File: src/rtl/ple_pkg.sv
`default_nettype none
// ----------------------------------------------------------------------------
// ple_pkg
// Shared constants, codes and types of the positional list engine.
// ----------------------------------------------------------------------------
package ple_pkg;

	localparam int CAPACITY = 32;
	localparam int IDX_W    = (CAPACITY > 1) ? $clog2(CAPACITY) : 1;
	localparam int CNT_W    = 7;
	localparam int DATA_W   = 32;
	localparam int CMD_W    = 3;
	localparam int ST_W     = 3;

	typedef logic [CMD_W-1:0] cmd_t;
	typedef logic [ST_W-1:0]  status_t;

	localparam cmd_t CMD_INS_FRONT = 3'd0;
	localparam cmd_t CMD_INS_END   = 3'd1;
	localparam cmd_t CMD_INS_POS   = 3'd2;
	localparam cmd_t CMD_DEL_FRONT = 3'd3;
	localparam cmd_t CMD_DEL_END   = 3'd4;
	localparam cmd_t CMD_DEL_POS   = 3'd5;
	localparam cmd_t CMD_READ      = 3'd6;

	localparam status_t ST_OK      = 3'd0;
	localparam status_t ST_FULL    = 3'd1;
	localparam status_t ST_EMPTY   = 3'd2;
	localparam status_t ST_INVALID = 3'd3;
	localparam status_t ST_RANGE   = 3'd4;

	typedef struct packed {
		logic              we;
		logic [IDX_W-1:0]  waddr;
		logic [DATA_W-1:0] wdata;
		logic              re;
		logic [IDX_W-1:0]  raddr;
	} mem_req_t;

endpackage
`default_nettype wire

File: src/rtl/ple_cmd_if.sv
`default_nettype none
// ----------------------------------------------------------------------------
// ple_cmd_if
// Command channel: one item carries a command, a value and a position.
// ----------------------------------------------------------------------------
interface ple_cmd_if
	import ple_pkg::*;
();
	logic                     valid;
	logic                     ready;
	logic [CMD_W-1:0]         cmd;
	logic signed [DATA_W-1:0] value;
	logic [CNT_W-1:0]         position;

	modport source (output valid, cmd, value, position, input ready);
	modport sink (input valid, cmd, value, position, output ready);
endinterface
`default_nettype wire

File: src/rtl/ple_res_if.sv
`default_nettype none
// ----------------------------------------------------------------------------
// ple_res_if
// Result channel: status, read-out element, last mark and entry count.
// ----------------------------------------------------------------------------
interface ple_res_if
	import ple_pkg::*;
();
	logic                     valid;
	logic                     ready;
	logic [ST_W-1:0]          status;
	logic signed [DATA_W-1:0] element;
	logic                     element_valid;
	logic                     last;
	logic [CNT_W-1:0]         entries;

	modport source (output valid, status, element, element_valid, last, entries,
		input ready);
	modport sink (input valid, status, element, element_valid, last, entries,
		output ready);
endinterface
`default_nettype wire

File: src/rtl/ple_store.sv
`default_nettype none
// ----------------------------------------------------------------------------
// ple_store
// Entry memory: one write and one registered read per cycle.
// ----------------------------------------------------------------------------
module ple_store
	import ple_pkg::*;
(
	input  wire logic              clk,
	input  wire mem_req_t          req,
	output logic [DATA_W-1:0]      rdata
);

	logic [DATA_W-1:0] slots [CAPACITY];

	always_ff @(posedge clk) begin
		if (req.we) begin
			slots[req.waddr] <= req.wdata;
		end
	end

	always_ff @(posedge clk) begin
		if (req.re) begin
			rdata <= slots[req.raddr];
		end
	end

endmodule
`default_nettype wire

File: src/rtl/ple_ctrl.sv
`default_nettype none
// ----------------------------------------------------------------------------
// ple_ctrl
// Sequencer: decodes a command, walks the shift or read-out through the
// memory one entry per step, and holds the result register.
// ----------------------------------------------------------------------------
module ple_ctrl
	import ple_pkg::*;
(
	input  wire logic         clk,
	input  wire logic         arst_n,
	ple_cmd_if.sink           cmd_ch,
	ple_res_if.source         res_ch,
	output mem_req_t          mem_req,
	input  wire logic [DATA_W-1:0] rdata
);

	typedef enum logic [4:0] {
		S_IDLE    = 5'b00001,
		S_MOVE    = 5'b00010,
		S_RESULT  = 5'b00100,
		S_RD_ADDR = 5'b01000,
		S_RD_DATA = 5'b10000
	} state_t;

	state_t            state_q;
	logic [CNT_W-1:0]  fill_q;
	logic [IDX_W-1:0]  j_q;
	logic [IDX_W-1:0]  stop_q;
	logic [IDX_W-1:0]  src_q;
	logic              ins_q;
	logic              more_q;
	logic              pend_q;
	logic [DATA_W-1:0] val_q;
	status_t           status_q;

	logic              out_valid_q;
	status_t           out_status_q;
	logic [DATA_W-1:0] out_elem_q;
	logic              out_ev_q;
	logic              out_last_q;
	logic [CNT_W-1:0]  out_entries_q;

	status_t           st;
	logic              do_ins;
	logic              do_del;
	logic              do_rd;
	logic [CNT_W-1:0]  idx_n;
	logic [CNT_W-1:0]  idx_p1;
	logic              full;
	logic              empty;
	logic              accept;
	logic              out_free;
	logic              out_load;
	logic              rd_last;

	assign full     = fill_q >= CNT_W'(CAPACITY);
	assign empty    = fill_q == '0;
	assign accept   = cmd_ch.valid && cmd_ch.ready;
	assign out_free = !out_valid_q || res_ch.ready;
	assign out_load = ((state_q == S_RESULT) || (state_q == S_RD_DATA)) && out_free;
	assign idx_p1   = idx_n + CNT_W'(1);
	assign rd_last  = (CNT_W'(j_q) + CNT_W'(1)) == fill_q;

	assign cmd_ch.ready         = state_q == S_IDLE;
	assign res_ch.valid         = out_valid_q;
	assign res_ch.status        = out_status_q;
	assign res_ch.element       = out_elem_q;
	assign res_ch.element_valid = out_ev_q;
	assign res_ch.last          = out_last_q;
	assign res_ch.entries       = out_entries_q;

	always_comb begin
		st     = ST_OK;
		do_ins = 1'b0;
		do_del = 1'b0;
		do_rd  = 1'b0;
		idx_n  = '0;
		case (cmd_ch.cmd)
			CMD_INS_FRONT: begin
				if (full) st = ST_FULL;
				else do_ins = 1'b1;
			end
			CMD_INS_END: begin
				idx_n = fill_q;
				if (full) st = ST_FULL;
				else do_ins = 1'b1;
			end
			CMD_INS_POS: begin
				idx_n = cmd_ch.position - CNT_W'(1);
				if (cmd_ch.position == '0) st = ST_INVALID;
				else if (full) st = ST_FULL;
				else if ({1'b0, cmd_ch.position} > ({1'b0, fill_q} + 8'd1)) st = ST_RANGE;
				else do_ins = 1'b1;
			end
			CMD_DEL_FRONT: begin
				if (empty) st = ST_EMPTY;
				else do_del = 1'b1;
			end
			CMD_DEL_END: begin
				idx_n = fill_q - CNT_W'(1);
				if (empty) st = ST_EMPTY;
				else do_del = 1'b1;
			end
			CMD_DEL_POS: begin
				idx_n = cmd_ch.position - CNT_W'(1);
				if (empty) st = ST_EMPTY;
				else if (cmd_ch.position == '0) st = ST_INVALID;
				else if (cmd_ch.position > fill_q) st = ST_RANGE;
				else do_del = 1'b1;
			end
			CMD_READ: begin
				if (empty) st = ST_EMPTY;
				else do_rd = 1'b1;
			end
			default: st = ST_OK;
		endcase
	end

	always_comb begin
		mem_req = '0;
		case (state_q)
			S_MOVE: begin
				mem_req.re    = more_q;
				mem_req.raddr = j_q;
				if (pend_q) begin
					mem_req.we    = 1'b1;
					mem_req.waddr = ins_q ? src_q + IDX_W'(1) : src_q - IDX_W'(1);
					mem_req.wdata = rdata;
				end else if (!more_q && ins_q) begin
					mem_req.we    = 1'b1;
					mem_req.waddr = stop_q;
					mem_req.wdata = val_q;
				end
			end
			S_RD_ADDR: begin
				mem_req.re    = 1'b1;
				mem_req.raddr = j_q;
			end
			default: mem_req = '0;
		endcase
	end

	always_ff @(posedge clk or negedge arst_n) begin
		if (!arst_n) begin
			state_q     <= S_IDLE;
			fill_q      <= '0;
			more_q      <= 1'b0;
			pend_q      <= 1'b0;
			out_valid_q <= 1'b0;
		end else begin
			if (out_valid_q && res_ch.ready && !out_load) out_valid_q <= 1'b0;
			case (state_q)
				S_IDLE: begin
					if (accept) begin
						val_q    <= cmd_ch.value;
						status_q <= st;
						pend_q   <= 1'b0;
						if (do_ins) begin
							state_q <= S_MOVE;
							ins_q   <= 1'b1;
							more_q  <= idx_n < fill_q;
							j_q     <= IDX_W'(fill_q - CNT_W'(1));
							stop_q  <= IDX_W'(idx_n);
						end else if (do_del) begin
							state_q <= S_MOVE;
							ins_q   <= 1'b0;
							more_q  <= idx_p1 < fill_q;
							j_q     <= IDX_W'(idx_p1);
							stop_q  <= IDX_W'(fill_q - CNT_W'(1));
						end else if (do_rd) begin
							state_q <= S_RD_ADDR;
							j_q     <= '0;
						end else begin
							state_q <= S_RESULT;
						end
					end
				end
				S_MOVE: begin
					if (more_q) begin
						src_q  <= j_q;
						pend_q <= 1'b1;
						if (j_q == stop_q) more_q <= 1'b0;
						else j_q <= ins_q ? j_q - IDX_W'(1) : j_q + IDX_W'(1);
					end else begin
						pend_q <= 1'b0;
					end
					if (!more_q && !pend_q) begin
						fill_q  <= ins_q ? fill_q + CNT_W'(1) : fill_q - CNT_W'(1);
						state_q <= S_RESULT;
					end
				end
				S_RESULT: begin
					if (out_free) begin
						out_valid_q   <= 1'b1;
						out_status_q  <= status_q;
						out_elem_q    <= '0;
						out_ev_q      <= 1'b0;
						out_last_q    <= 1'b1;
						out_entries_q <= fill_q;
						state_q       <= S_IDLE;
					end
				end
				S_RD_ADDR: begin
					state_q <= S_RD_DATA;
				end
				S_RD_DATA: begin
					if (out_free) begin
						out_valid_q   <= 1'b1;
						out_status_q  <= ST_OK;
						out_elem_q    <= rdata;
						out_ev_q      <= 1'b1;
						out_last_q    <= rd_last;
						out_entries_q <= fill_q;
						if (rd_last) begin
							state_q <= S_IDLE;
						end else begin
							j_q     <= j_q + IDX_W'(1);
							state_q <= S_RD_ADDR;
						end
					end
				end
				default: state_q <= S_IDLE;
			endcase
		end
	end

endmodule
`default_nettype wire

File: src/rtl/positional_list_engine.sv
`default_nettype none
// ----------------------------------------------------------------------------
// positional_list_engine
// Bounded ordered list of signed 32-bit entries with positional insert,
// delete and full read-out.
// ----------------------------------------------------------------------------
// The list lives in a single-port-write, registered-read memory, and one
// sequencer steps every command through it, so the block takes one command
// at a time and holds cmd_ch.ready low until that command's results are
// queued. An insert or delete moves k entries, where k is the number of
// entries behind the target position, one entry per cycle through the
// memory port, and then passes to the result state. Error results and
// unused command codes move nothing and go straight to the result state. A
// read-out emits one result per entry (address, then registered data), with
// last set on the final entry; an empty list gives a single empty result. A
// stalled result channel holds the sequencer in its result states. No
// clearing pass is run after reset; entries are only read below the fill
// count.
// ----------------------------------------------------------------------------
module positional_list_engine
	import ple_pkg::*;
(
	input  wire logic clk,
	input  wire logic arst_n,
	ple_cmd_if.sink   cmd_ch,
	ple_res_if.source res_ch
);

	mem_req_t          mem_req;
	logic [DATA_W-1:0] rdata;

	ple_ctrl u_ctrl (
		.clk     (clk),
		.arst_n  (arst_n),
		.cmd_ch  (cmd_ch),
		.res_ch  (res_ch),
		.mem_req (mem_req),
		.rdata   (rdata)
	);

	ple_store u_store (
		.clk   (clk),
		.req   (mem_req),
		.rdata (rdata)
	);

	a_entries_bound: assert property (@(posedge clk) disable iff (!arst_n)
		res_ch.valid |-> res_ch.entries <= CNT_W'(CAPACITY))
		else $error("entry count above capacity");

	a_elem_ok: assert property (@(posedge clk) disable iff (!arst_n)
		res_ch.valid && res_ch.element_valid |-> res_ch.status == ST_OK)
		else $error("read-out element with error status");

	a_single_last: assert property (@(posedge clk) disable iff (!arst_n)
		res_ch.valid && !res_ch.element_valid |-> res_ch.last)
		else $error("non-element result not marked last");

	a_busy_after_accept: assert property (@(posedge clk) disable iff (!arst_n)
		cmd_ch.valid && cmd_ch.ready |=> !cmd_ch.ready)
		else $error("command taken while previous one in progress");

	a_port_split: assert property (@(posedge clk) disable iff (!arst_n)
		mem_req.we && mem_req.re |-> mem_req.waddr != mem_req.raddr)
		else $error("shift reads and writes the same entry");

endmodule
`default_nettype wire

File: src/flat_wrapper.sv
// flat-port wrapper written by rule: the top's interface ports become plain ports
module positional_list_engine_flat import ple_pkg::*;
  (clk, arst_n, cmd_ch_valid, cmd_ch_cmd, cmd_ch_value, cmd_ch_position, cmd_ch_ready, res_ch_valid, res_ch_status, res_ch_element, res_ch_element_valid, res_ch_last, res_ch_entries, res_ch_ready);
  ple_cmd_if cmd_ch_i ();
  ple_res_if res_ch_i ();
  input  wire logic clk;
  input  wire logic arst_n;
  input wire logic [$bits(cmd_ch_i.valid)-1:0] cmd_ch_valid;
  input wire logic [$bits(cmd_ch_i.cmd)-1:0] cmd_ch_cmd;
  input wire logic [$bits(cmd_ch_i.value)-1:0] cmd_ch_value;
  input wire logic [$bits(cmd_ch_i.position)-1:0] cmd_ch_position;
  output wire logic [$bits(cmd_ch_i.ready)-1:0] cmd_ch_ready;
  output wire logic [$bits(res_ch_i.valid)-1:0] res_ch_valid;
  output wire logic [$bits(res_ch_i.status)-1:0] res_ch_status;
  output wire logic [$bits(res_ch_i.element)-1:0] res_ch_element;
  output wire logic [$bits(res_ch_i.element_valid)-1:0] res_ch_element_valid;
  output wire logic [$bits(res_ch_i.last)-1:0] res_ch_last;
  output wire logic [$bits(res_ch_i.entries)-1:0] res_ch_entries;
  input wire logic [$bits(res_ch_i.ready)-1:0] res_ch_ready;
  assign cmd_ch_i.valid = cmd_ch_valid;
  assign cmd_ch_i.cmd = cmd_ch_cmd;
  assign cmd_ch_i.value = cmd_ch_value;
  assign cmd_ch_i.position = cmd_ch_position;
  assign cmd_ch_ready = cmd_ch_i.ready;
  assign res_ch_valid = res_ch_i.valid;
  assign res_ch_status = res_ch_i.status;
  assign res_ch_element = res_ch_i.element;
  assign res_ch_element_valid = res_ch_i.element_valid;
  assign res_ch_last = res_ch_i.last;
  assign res_ch_entries = res_ch_i.entries;
  assign res_ch_i.ready = res_ch_ready;
  positional_list_engine u_core (.clk(clk), .arst_n(arst_n), .cmd_ch(cmd_ch_i), .res_ch(res_ch_i));
endmodule
File: config.mk
export PLATFORM = sky130hd
export DESIGN_NAME = positional_list_engine_flat
export DESIGN_NICKNAME = d
export VERILOG_FILES = /design/src/rtl/ple_pkg.sv /design/src/rtl/ple_cmd_if.sv /design/src/rtl/ple_res_if.sv /design/src/rtl/ple_store.sv /design/src/rtl/ple_ctrl.sv /design/src/rtl/positional_list_engine.sv /design/src/flat_wrapper.sv
export SDC_FILE = /design/constraint.sdc
export NUM_CORES = 1
export LEC_CHECK = 0
export ABC_AREA = 1
export BUFFER_PORTS_ARGS = -buffer_cell sky130_fd_sc_hd__buf_2
export CORE_MARGIN = 4
export CORE_UTILIZATION = 35
export DETAILED_ROUTE_END_ITERATION = 6
export GPL_ROUTABILITY_DRIVEN = 1
export GPL_TIMING_DRIVEN = 0
export SLEW_MARGIN = 40
export SYNTH_ARGS = -nofsm -noshare
export SYNTH_HDL_FRONTEND = slang
export SYNTH_SLANG_ARGS = --single-unit
export TNS_END_PERCENT = 10
File: constraint.sdc
create_clock -name clk -period 4.41 [get_ports clk]
set_input_delay 1.1025 -clock clk [delete_from_list [all_inputs] [get_ports clk]]
set_output_delay 1.1025 -clock clk [all_outputs]
set_load 0.005 [all_outputs]
After elaboration in Yosys (flattened, before gate mapping)
Memory sizes are Yosys's and may differ from the RTL's. A register that Yosys moved wholly into a read port is not among the register bits. Index checks and enable logic that the tools add are counted.

Register bits: 110. RAM bits: 1024. Bits of input ports: 46. Output and inout bits: 46. Logic and storage cells: 162. Memories kept: 1.

Memories: u_core.u_store.slots (depth 32, bits a word 32, read ports 1, clocked after memory_dff 1, wr ports 1, RTL line ple_store.sv:14) `logic [DATA_W-1:0] slots [CAPACITY];`.

Add/subtract/negate cells: 10. Order comparisons: 5. Equal/unequal tests: 22. Muxes and demuxes: 74. Reductions and logical operators: 34.

Operators with widths (number): $mux 38 (3); $mux 5 (16); $mux 32 (2); $pmux 32 s2 (1); $mux 1 (26); $pmux 5 s5 (1); $mux 3 (8); $pmux 7 s3 (1); $mux 4 (4); $pmux 5 s3 (1); $add 7x1->7 const B (2); $logic_not 7->1 (2); $lt 7x7->1 (2); $sub 7x1->7 const B (2); $ne 2x2->1 const B (6); $pmux 1 s2 (6); $pmux 3 s4 (1); $pmux 6 s2 (1); $reduce_and 3->1 (4); $reduce_and 4->1 (3); $add 5x1->5 const B (2); $sub 5x1->5 const B (2); $eq 3x3->1 const B (3); $add 7x1->8 const B (1); 29 further kinds (45).

Depth between registers and ports, before layout
Gate-level depths: netlist (run 1).

Word-level depth: 9. Depth in mapped cells: 20. Depth with buffers taken out: 19.

Modules after synthesis
Synthesis (run 1) repeated with hierarchy kept, for this count alone.

Cells, all modules: 4305. Area total of the unflattened synthesis: 49412.4 µm².

Modules (own cells, without submodules): ple_store (instances 1, cells each 3536, area each 42726.0 µm²); ple_ctrl (instances 1, cells each 769, area each 6686.4 µm²).

Worst setup path after synthesis (run 1)
OpenSTA, ideal clock, no wires.

Path type: input -> register. From: input port arst_n. To: register u_core.u_ctrl.out_elem_q[0] (netlist: u_core.u_ctrl.res_ch.element[0]) (enable). Setup time: 0.477 ns. Arrival: 3.738 ns. Setup slack: 0.194 ns. Stages on the path: 2. Path buffers: 0. Cell sequence: inv_1 nor3_1.

Cells in the longest elaborated chain, start to end: 1.

RTL lines: from (decl) (RTL line flat_wrapper.sv:7) `input wire logic arst_n;`; $reduce_and 4->1 (no line); to (signal assigned) (RTL line ple_ctrl.sv:211) `out_elem_q <= rdata;`; to (decl) (RTL line ple_ctrl.sv:39) `logic [DATA_W-1:0] out_elem_q;`.

Every way passes these cells. A chain may end at the register's enable or synchronous reset.

Worst setup path in the final report (run 1)
From: register u_core.u_ctrl.ins_q. To: memory u_core.u_store.slots[30][26] (enable).

Cells in the longest elaborated chain, start to end: 6.

RTL lines: from (decl) (RTL line ple_ctrl.sv:31) `logic ins_q;`; from (signal assigned) (RTL line ple_ctrl.sv:161) `ins_q <= 1'b1;`; from (signal assigned) (RTL line ple_ctrl.sv:167) `ins_q <= 1'b0;`; $logic_and 1x1->1 (RTL line ple_ctrl.sv:130) `end else if (!more_q && ins_q) begin`; $mux 38 (RTL line ple_ctrl.sv:130); $mux 38 * (RTL line ple_ctrl.sv:126) `if (pend_q) begin`; $mux 38 * (RTL line ple_ctrl.sv:122) `case (state_q)`; $mux 1 (RTL line ple_store.sv:17) `if (req.we) begin`; $mux 1 (not written as such) (RTL line ple_store.sv:18) `slots[req.waddr] <= req.wdata;`; to (decl) (RTL line ple_store.sv:14).

Mark *: on every way between the ends. The rest lies on a longest branch, timed or not.

==> out/metrics.csv, run 1 <==
stage,metric,value,unit
synthesis,synth_adder_area_share,0.9386,%
place,placed_cell_area,54590,sq um
critical_path,crit_type,flip-flop to flip-flop,
timing,tightest_slew,0.8980,ns
critical_path,path_max_fanout,17,
synthesis,synth-compound-area-share,9.686,%
synthesis,async_flop_share,1.286,%
place,place_congestion,0.9513,
power,leakage,22.96,nW
critical_path,endpoint_kind,flip-flop,
drt,antenna_left,1,
timing,period_share,86.59,%
run,cap_violations,0,
synthesis,synthCells,4013,
die,ios,92,
clocking,cts_sinks,1166,
synthesis,netlist.area_leader.share,70.84,%
grt,grt_start_max_net_pins,33,
timing,hold_viol_final,0,
timing,clock.fmax,261.9,MHz
synthesis,synth_area,48790,sq um
finish,stdcell_count,6313,
drt,drtPass1Iterations,6,
drt,via_count,33211,
synthesis,yosysMostFrequentCell,edfxtp_1,
timing,relSlewSlack,40.13,%
timing,finalSetupViolCount,0,
synthesis,synthTopCellsByCount,"edfxtp_1, nand2_1, nor2_1",
drt,first_iter_violations,3888,
clocking,post-cts-setup-buffers,0,
outcome,violations,antenna violations,
critical_path,worstSetupStartpointType,flip-flop,
timing,finalHoldWorstSlack,0.3318,ns
timing,fin_worst_skew,0.04172,ns
finish,nets,4418,
place,dpl.hpwl,107300,um
drt,drc,0,
synthesis,synth_area_leaders,"edfxtp_1, o211ai_1, nand2_1",
clocking,clkTransAtPathRegs,0.06,ns
timing,rsz0062_at_grt,false,
place,placement.io_buffers,91,
synthesis,synth-xor-area-share,0.4667,%
grt,first_global_vias,31339,
drt,wirelength,148500,um
critical_path,r2r_cells,14,
synthesis,syn_area_per_cell,12.16,sq um
critical_path,r2r_start,u_core.u_ctrl.ins_q$_SDFFCE_PP1P_,
critical_path,startpoint,u_core.u_ctrl.ins_q$_SDFFCE_PP1P_,
synthesis,synth_top_family_by_area,simple AND/OR/NAND/NOR gates,
critical_path,worst-r2r-setup-slack,0.59,ns
synthesis,synth_top_cell_by_area,edfxtp_1,
place,dp.cells,6081,
grt,grt_overflow,0,
timing,slew_violations,0,
clocking,cts_buffers,116,
clocking,clockBufferDepth,3,
grt,grt_pass1_wl,214100,um
synthesis,ys_seq_area_share,71.61,%
clocking,cts_tree,yes,
synthesis,synth-simple-area-share,12.14,%
die,start_util,35.35,%
clocking,cts-hold-fix-buffers,0,
critical_path,crit_arrival,4.21,ns
grt,track_usage,19.89,%
die,die_area,145400,sq um
synthesis,synth_fp_nets,4095,
outcome,status,"finished, violations left",
die,dieHeight,381.4,um
clocking,clockRootBuffer,clkbuf_16,
drt,routedWlPerCell,23.52,um
clocking,h-tree-depth,3,
finish,area_delta_synth_final,20.07,%
critical_path,crit_end,u_core.u_store.slots[30][26]$_DFFE_PP_,
hold_path,hold_path.class,input pin to async pin,
critical_path,required,4.80,ns
finish,drive_gt1_share,13.69,%
finish,utilization,42.45,%
synthesis,synth_edf_count,1151,
drt,vias_per_cell,5.261,
clocking,clkLatencyLatePin,0.73,ns
die,rows,136,
synthesis,synthMuxAreaShare,0,%
clocking,post_cts_resized,0,
timing,fin_crit,3.818,ns
critical_path,r2r-end,u_core.u_store.slots[30][26]$_DFFE_PP_,
synthesis,synth-main-ff-cell,edfxtp_1,
synthesis,ys_warn_count,0,
power,powerDensity,481.4,nW/um^2
synthesis,synth_cell_types,46,
finish,design_area,58580,sq um
synthesis,synth_seq_cells,1166,
grt,antenna_found_initial,11,
die,die_x,381.4,um
power,ir_drop,311.7,uV
die,core,138000,sq um
[metrics by stage]
step	setup WS, ns	TNS (ns)	total power [W]
6_report	0.5916	0	0.02820
5_1_grt	0.3540	0	0.02922
4_1_cts	0.6775	0	0.02824
3_5_place_dp	0.1420	0	0.01811
3_3_place_gp	-3.102	-1595.63	0.01785
2_1_floorplan	0.1943	0	0.01582
[sequential cells by signal, indices dropped and copies added (netlist names), 3 cells and up]
register and flops:
u_core.u_ctrl.fill_q 7, u_core.u_ctrl.j_q 5, u_core.u_ctrl.res_ch.element 32, u_core.u_ctrl.res_ch.entries 7, u_core.u_ctrl.res_ch.status 3, u_core.u_ctrl.src_q 5
u_core.u_ctrl.state_q 5, u_core.u_ctrl.status_q 3, u_core.u_ctrl.stop_q 5, u_core.u_ctrl.val_q 32, u_core.u_store.rdata 32, u_core.u_store.slots 1024
[cell usage in the layout, fill, tap and decap left out, types with 17 or more instances in the layout]
master     netlist  routed
a21oi_1         60      28
a21oi_4          0      32
buf_1           24      21
buf_16           0      56
buf_2          114     213
buf_8            0      50
bufinv_16        0      17
clkbuf_1        98     106
clkbuf_16        0     120
clkinv_1         1      32
clkinv_2         0      27
edfxtp_1      1151    1151
ha_1            35      35
inv_1          366     366
nand2_1        589     584
nand3_1        351     351
nor2_1         469     435
nor2_4           0      33
o211ai_1       359     359
o21ai_0        229     229
o21ai_1         28      28
o221ai_1        32      32
xor2_1          17      17
[final cells by class]
| cell class | count | area, sq um |
|---|---|---|
| multi-input combinational | 2230 | 11990 |
| clock inverter | 84 | 859.6 |
| tap | 1863 | 2331 |
| clock buffer | 138 | 3100 |
| buffer | 244 | 1127 |
| timing repair buffer | 205 | 2814 |
| antenna | 10 | 25.02 |
| fill | 12533 | 79420 |
| inverter | 373 | 1400 |
| sequential | 1166 | 34940 |
[metal layers]
layer	wire length, um	GRT usage (%)	part of all wire, %	up-vias
met3	15170	4.582	10	260
met4	6493	7.815	4.4	6
met2	65210	30.13	44	1586
met5	39	0	0.026	-
li1	-	-	-	15024
met1	61570	27.78	41	16335
[critical path: stages, from the launching register on]
cell      delay (ns)
edfxtp_1        0.44
buf_2           0.21
inv_2           0.20
ha_1            0.28
inv_1           0.09
nor2_1          0.06
o21a_1          0.17
nor2_1          0.11
a21oi_1         0.07
o21ai_0         0.12
nand2_1         0.14
nor2_1          0.41
nand2_1         0.36
nor2_4          0.58
buf_8           0.28
[how the worst min path moves through the flow]
stage,endpoint,cells past startpoint,slack [ns]
6_report,u_core.u_ctrl.fill_q[2]$_DFFE_PN0P_,1,0.33
2_1_floorplan,u_core.u_ctrl.res_ch.entries[2]$_DFFE_PP_,0,0.42
3_3_place_gp,u_core.u_ctrl.res_ch.entries[4]$_DFFE_PP_,0,0.44
5_1_grt,u_core.u_ctrl.fill_q[2]$_DFFE_PN0P_,1,0.32
4_1_cts,u_core.u_ctrl.fill_q[2]$_DFFE_PN0P_,1,0.30
3_5_place_dp,u_core.u_ctrl.res_ch.entries[4]$_DFFE_PP_,0,0.44
[logic make-up (layout without fill, tap and decap cells)]
family | after synthesis | after routing
fa+ha+maj | 36 | 36
compound gates | 730 | 730
other cells | 0 | 10
buf+inv | 617 | 1044
xor+xnor | 26 | 26
simple gates | 1438 | 1438
flops | 1166 | 1166
[power breakdown]
group          switching, W  leakage, nW  internal [W]
combinational       0.00397         8.63       0.00146
clock               0.00421         1.94       0.00600
sequential         0.000156         12.4        0.0124
No activity file was read; power rests on OpenSTA's default activity.
==> run 2: changes to the inputs <==
--- a/config.mk
+++ b/config.mk
@@ -7,11 +7,15 @@
 export LEC_CHECK = 0
 export ABC_AREA = 1
 export BUFFER_PORTS_ARGS = -buffer_cell sky130_fd_sc_hd__buf_2
+export CELL_PAD_IN_SITES_DETAIL_PLACEMENT = 1
+export CELL_PAD_IN_SITES_GLOBAL_PLACEMENT = 1
 export CORE_MARGIN = 4
 export CORE_UTILIZATION = 35
+export CTS_CLUSTER_DIAMETER = 100
 export DETAILED_ROUTE_END_ITERATION = 6
 export GPL_ROUTABILITY_DRIVEN = 1
 export GPL_TIMING_DRIVEN = 0
+export PLACE_DENSITY = 0.66
 export SLEW_MARGIN = 40
 export SYNTH_ARGS = -nofsm -noshare
 export SYNTH_HDL_FRONTEND = slang
==> run 2 against run 1 <==
  * The flow now finishes without violations
  * Combinational power grew 3%
  * Register-to-register slack lost 0.03 ns
  * Via count up 2.3%
  * Critical path depth stayed put
  * Largest cell class unchanged
==> out/metrics.csv, run 2 (same netlist as run 1, synthesis figures left out) <==
stage,metric,value,unit,change
critical_path,crit_type,flip-flop to flip-flop,,
critical_path,worst-r2r-setup-slack,0.56,ns,-0.03 ns
finish,largest_reg_flops,1024,,unchanged
clocking,clkTransAtPathRegs,0.07,ns,about the same
die,start_util,35.35,%,unchanged
finish,area_delta_synth_final,18.92,%,
critical_path,worstSetupStartpointType,flip-flop,,
grt,track_usage,22.18,%,+2.3 points
grt,first_global_vias,34826,,+11%
timing,fin_setup_tns,0,ns,unchanged
clocking,clockRootBuffer,clkbuf_16,,
timing,rsz0062_at_grt,false,,
finish,mostFrequentLayoutCell,edfxtp_1,,
drt,drtPass1Iterations,6,,unchanged
timing,relSlewSlack,40.58,%,+0.44 points
timing,finalHoldWorstSlack,0.3244,ns,-0.007412 ns
outcome,status,"complete, no violations",,
drt,wirelength,165300,um,+11%
timing,hold_viol_final,0,,unchanged
critical_path,crit_arrival,4.25,ns,+0.04 ns
power,powerDensity,482.2,nW/um^2,+0.17%
timing,tightest_slew,0.8881,ns,-0.009914 ns
die,dieHeight,381.4,um,unchanged
drt,first_iter_violations,3750,,-3.5%
clocking,clkLatencyLatePin,0.73,ns,about the same
critical_path,path_max_fanout,17,,unchanged
drt,antenna_left,0,,-1
clocking,clockBufferDepth,3,,unchanged
run,cap_violations,0,,unchanged
die,rows,136,,unchanged
timing,fin_crit,3.846,ns,+0.02803 ns
place,place_congestion,0.9271,,-2.5%
place,place_ws,0.05961,ns,-0.08242 ns
grt,grt_start_max_net_pins,33,,unchanged
timing,finalWorstSetupSlack,0.5636,ns,-0.02803 ns
clocking,cts_buffers,120,,+3.4%
timing,clock.fmax,260.0,MHz,-0.73%
drt,drc,0,,unchanged
die,ios,92,,unchanged
timing,finalSetupViolCount,0,,unchanged
critical_path,endpoint_kind,flip-flop,,
clocking,cts_tree,yes,,
clocking,post_cts_resized,0,,unchanged
drt,vias_per_cell,5.393,,+2.5%
drt,routedWlPerCell,26.24,um,+12%
finish,nFillCells,14484,,+16%
grt,grt_pass1_wl,237600,um,+11%
finish,drive_gt1_share,13.10,%,-0.59 points
finish,layout_common_cells,"edfxtp_1, nand2_1, nor2_1",,
place,placed_cell_area,54290,sq um,-0.54%
grt,grt_overflow,0,,unchanged
drt,via_count,33973,,+2.3%
timing,slew_violations,0,,unchanged
hold_path,hold_path.class,input pin to async pin,,
clocking,cts-hold-fix-buffers,0,,unchanged
critical_path,required,4.81,ns,about the same
place,dpl.hpwl,120900,um,+13%
die,die_x,381.4,um,unchanged
timing,fin_worst_skew,0.04502,ns,+0.003305 ns
finish,utilization,42.04,%,-0.41 points
clocking,post-cts-setup-buffers,0,,unchanged
finish,nets,4420,,+0.045%
timing,period_share,87.22,%,+0.64 points
grt,antenna_found_initial,3,,-8
power,leakage,22.72,nW,-1.0%
die,die_area,145400,sq um,unchanged
clocking,cts_sinks,1166,,unchanged
finish,design_area,58020,sq um,-0.96%
power,ir_drop,337.4,uV,+8.3%
clocking,h-tree-depth,3,,unchanged
place,placement.io_buffers,91,,unchanged
die,core,138000,sq um,unchanged
finish,largest-register,u_core.u_store.slots,,
==> run 2: critical path, stage by stage, from the launching register on <==
cell      delay, ns
edfxtp_1       0.44
buf_2          0.22
inv_2          0.18
ha_1           0.26
inv_1          0.10
nor2_1         0.07
o21a_1         0.16
nor2_1         0.11
a21oi_1        0.07
o21ai_0        0.15
nand2_1        0.16
nor2_1         0.39
nand2_1        0.36
nor2_4         0.59
buf_8          0.27
==> run 2: layer usage <==
| metal | vias up | GRT usage, % | wire length [um] |
|---|---|---|---|
| li1 | 15006 | - | - |
| met1 | 17353 | 30.89 | 70190 |
| met2 | 1369 | 35.72 | 76170 |
| met3 | 245 | 3.529 | 13150 |
| met4 | 0 | 7.071 | 5781 |
| met5 | - | 0 | 0 |
==> run 2: area by class of cell <==
cell class                 instances  area, sq um  share of cell area, %
tap                             1863         2331                  4.018
inverter                         373         1400                  2.413
multi-input combinational       2230        11980                  20.64
clock buffer                     155         3177                  5.475
antenna                            1        2.502               0.004313
timing repair buffer             203         2525                  4.352
sequential                      1166        34940                  60.22
buffer                           244         1125                  1.939
clock inverter                    64        545.5                 0.9402
==> run 2: through the flow <==
step	power, W	cells
CTS	0.02805	6298
global placement	0.01797	5967
floorplan	0.01582	4013
finish	0.02798	6299
global route	0.02904	6298
detailed placement	0.01831	6079
==> run 2: final timing paths <==
path,startpoint,endpoint,cells after the start
worst max-delay path,u_core.u_ctrl.ins_q$_SDFFCE_PP1P_,u_core.u_store.slots[31][16]$_DFFE_PP_,14
worst min-delay path,arst_n,u_core.u_ctrl.state_q[1]$_DFFE_PN0P_,1
worst max register to register,u_core.u_ctrl.ins_q$_SDFFCE_PP1P_,u_core.u_store.slots[31][16]$_DFFE_PP_,14
worst min register to register,u_core.u_ctrl.fill_q[5]$_DFFE_PN0P_,u_core.u_ctrl.res_ch.entries[5]$_DFFE_PP_,0
max in group asynchronous,arst_n,u_core.u_ctrl.state_q[0]$_DFFE_PN1P_,1
min in group clk,u_core.u_ctrl.fill_q[5]$_DFFE_PN0P_,u_core.u_ctrl.res_ch.entries[5]$_DFFE_PP_,0
==> run 2: report_power, final <==
part | internal, W | switching [W] | total (W)
Combinational | 0.00144 | 0.00414 | 0.00558
Sequential | 0.0124 | 0.000170 | 0.0126
Clock | 0.00556 | 0.00425 | 0.00981
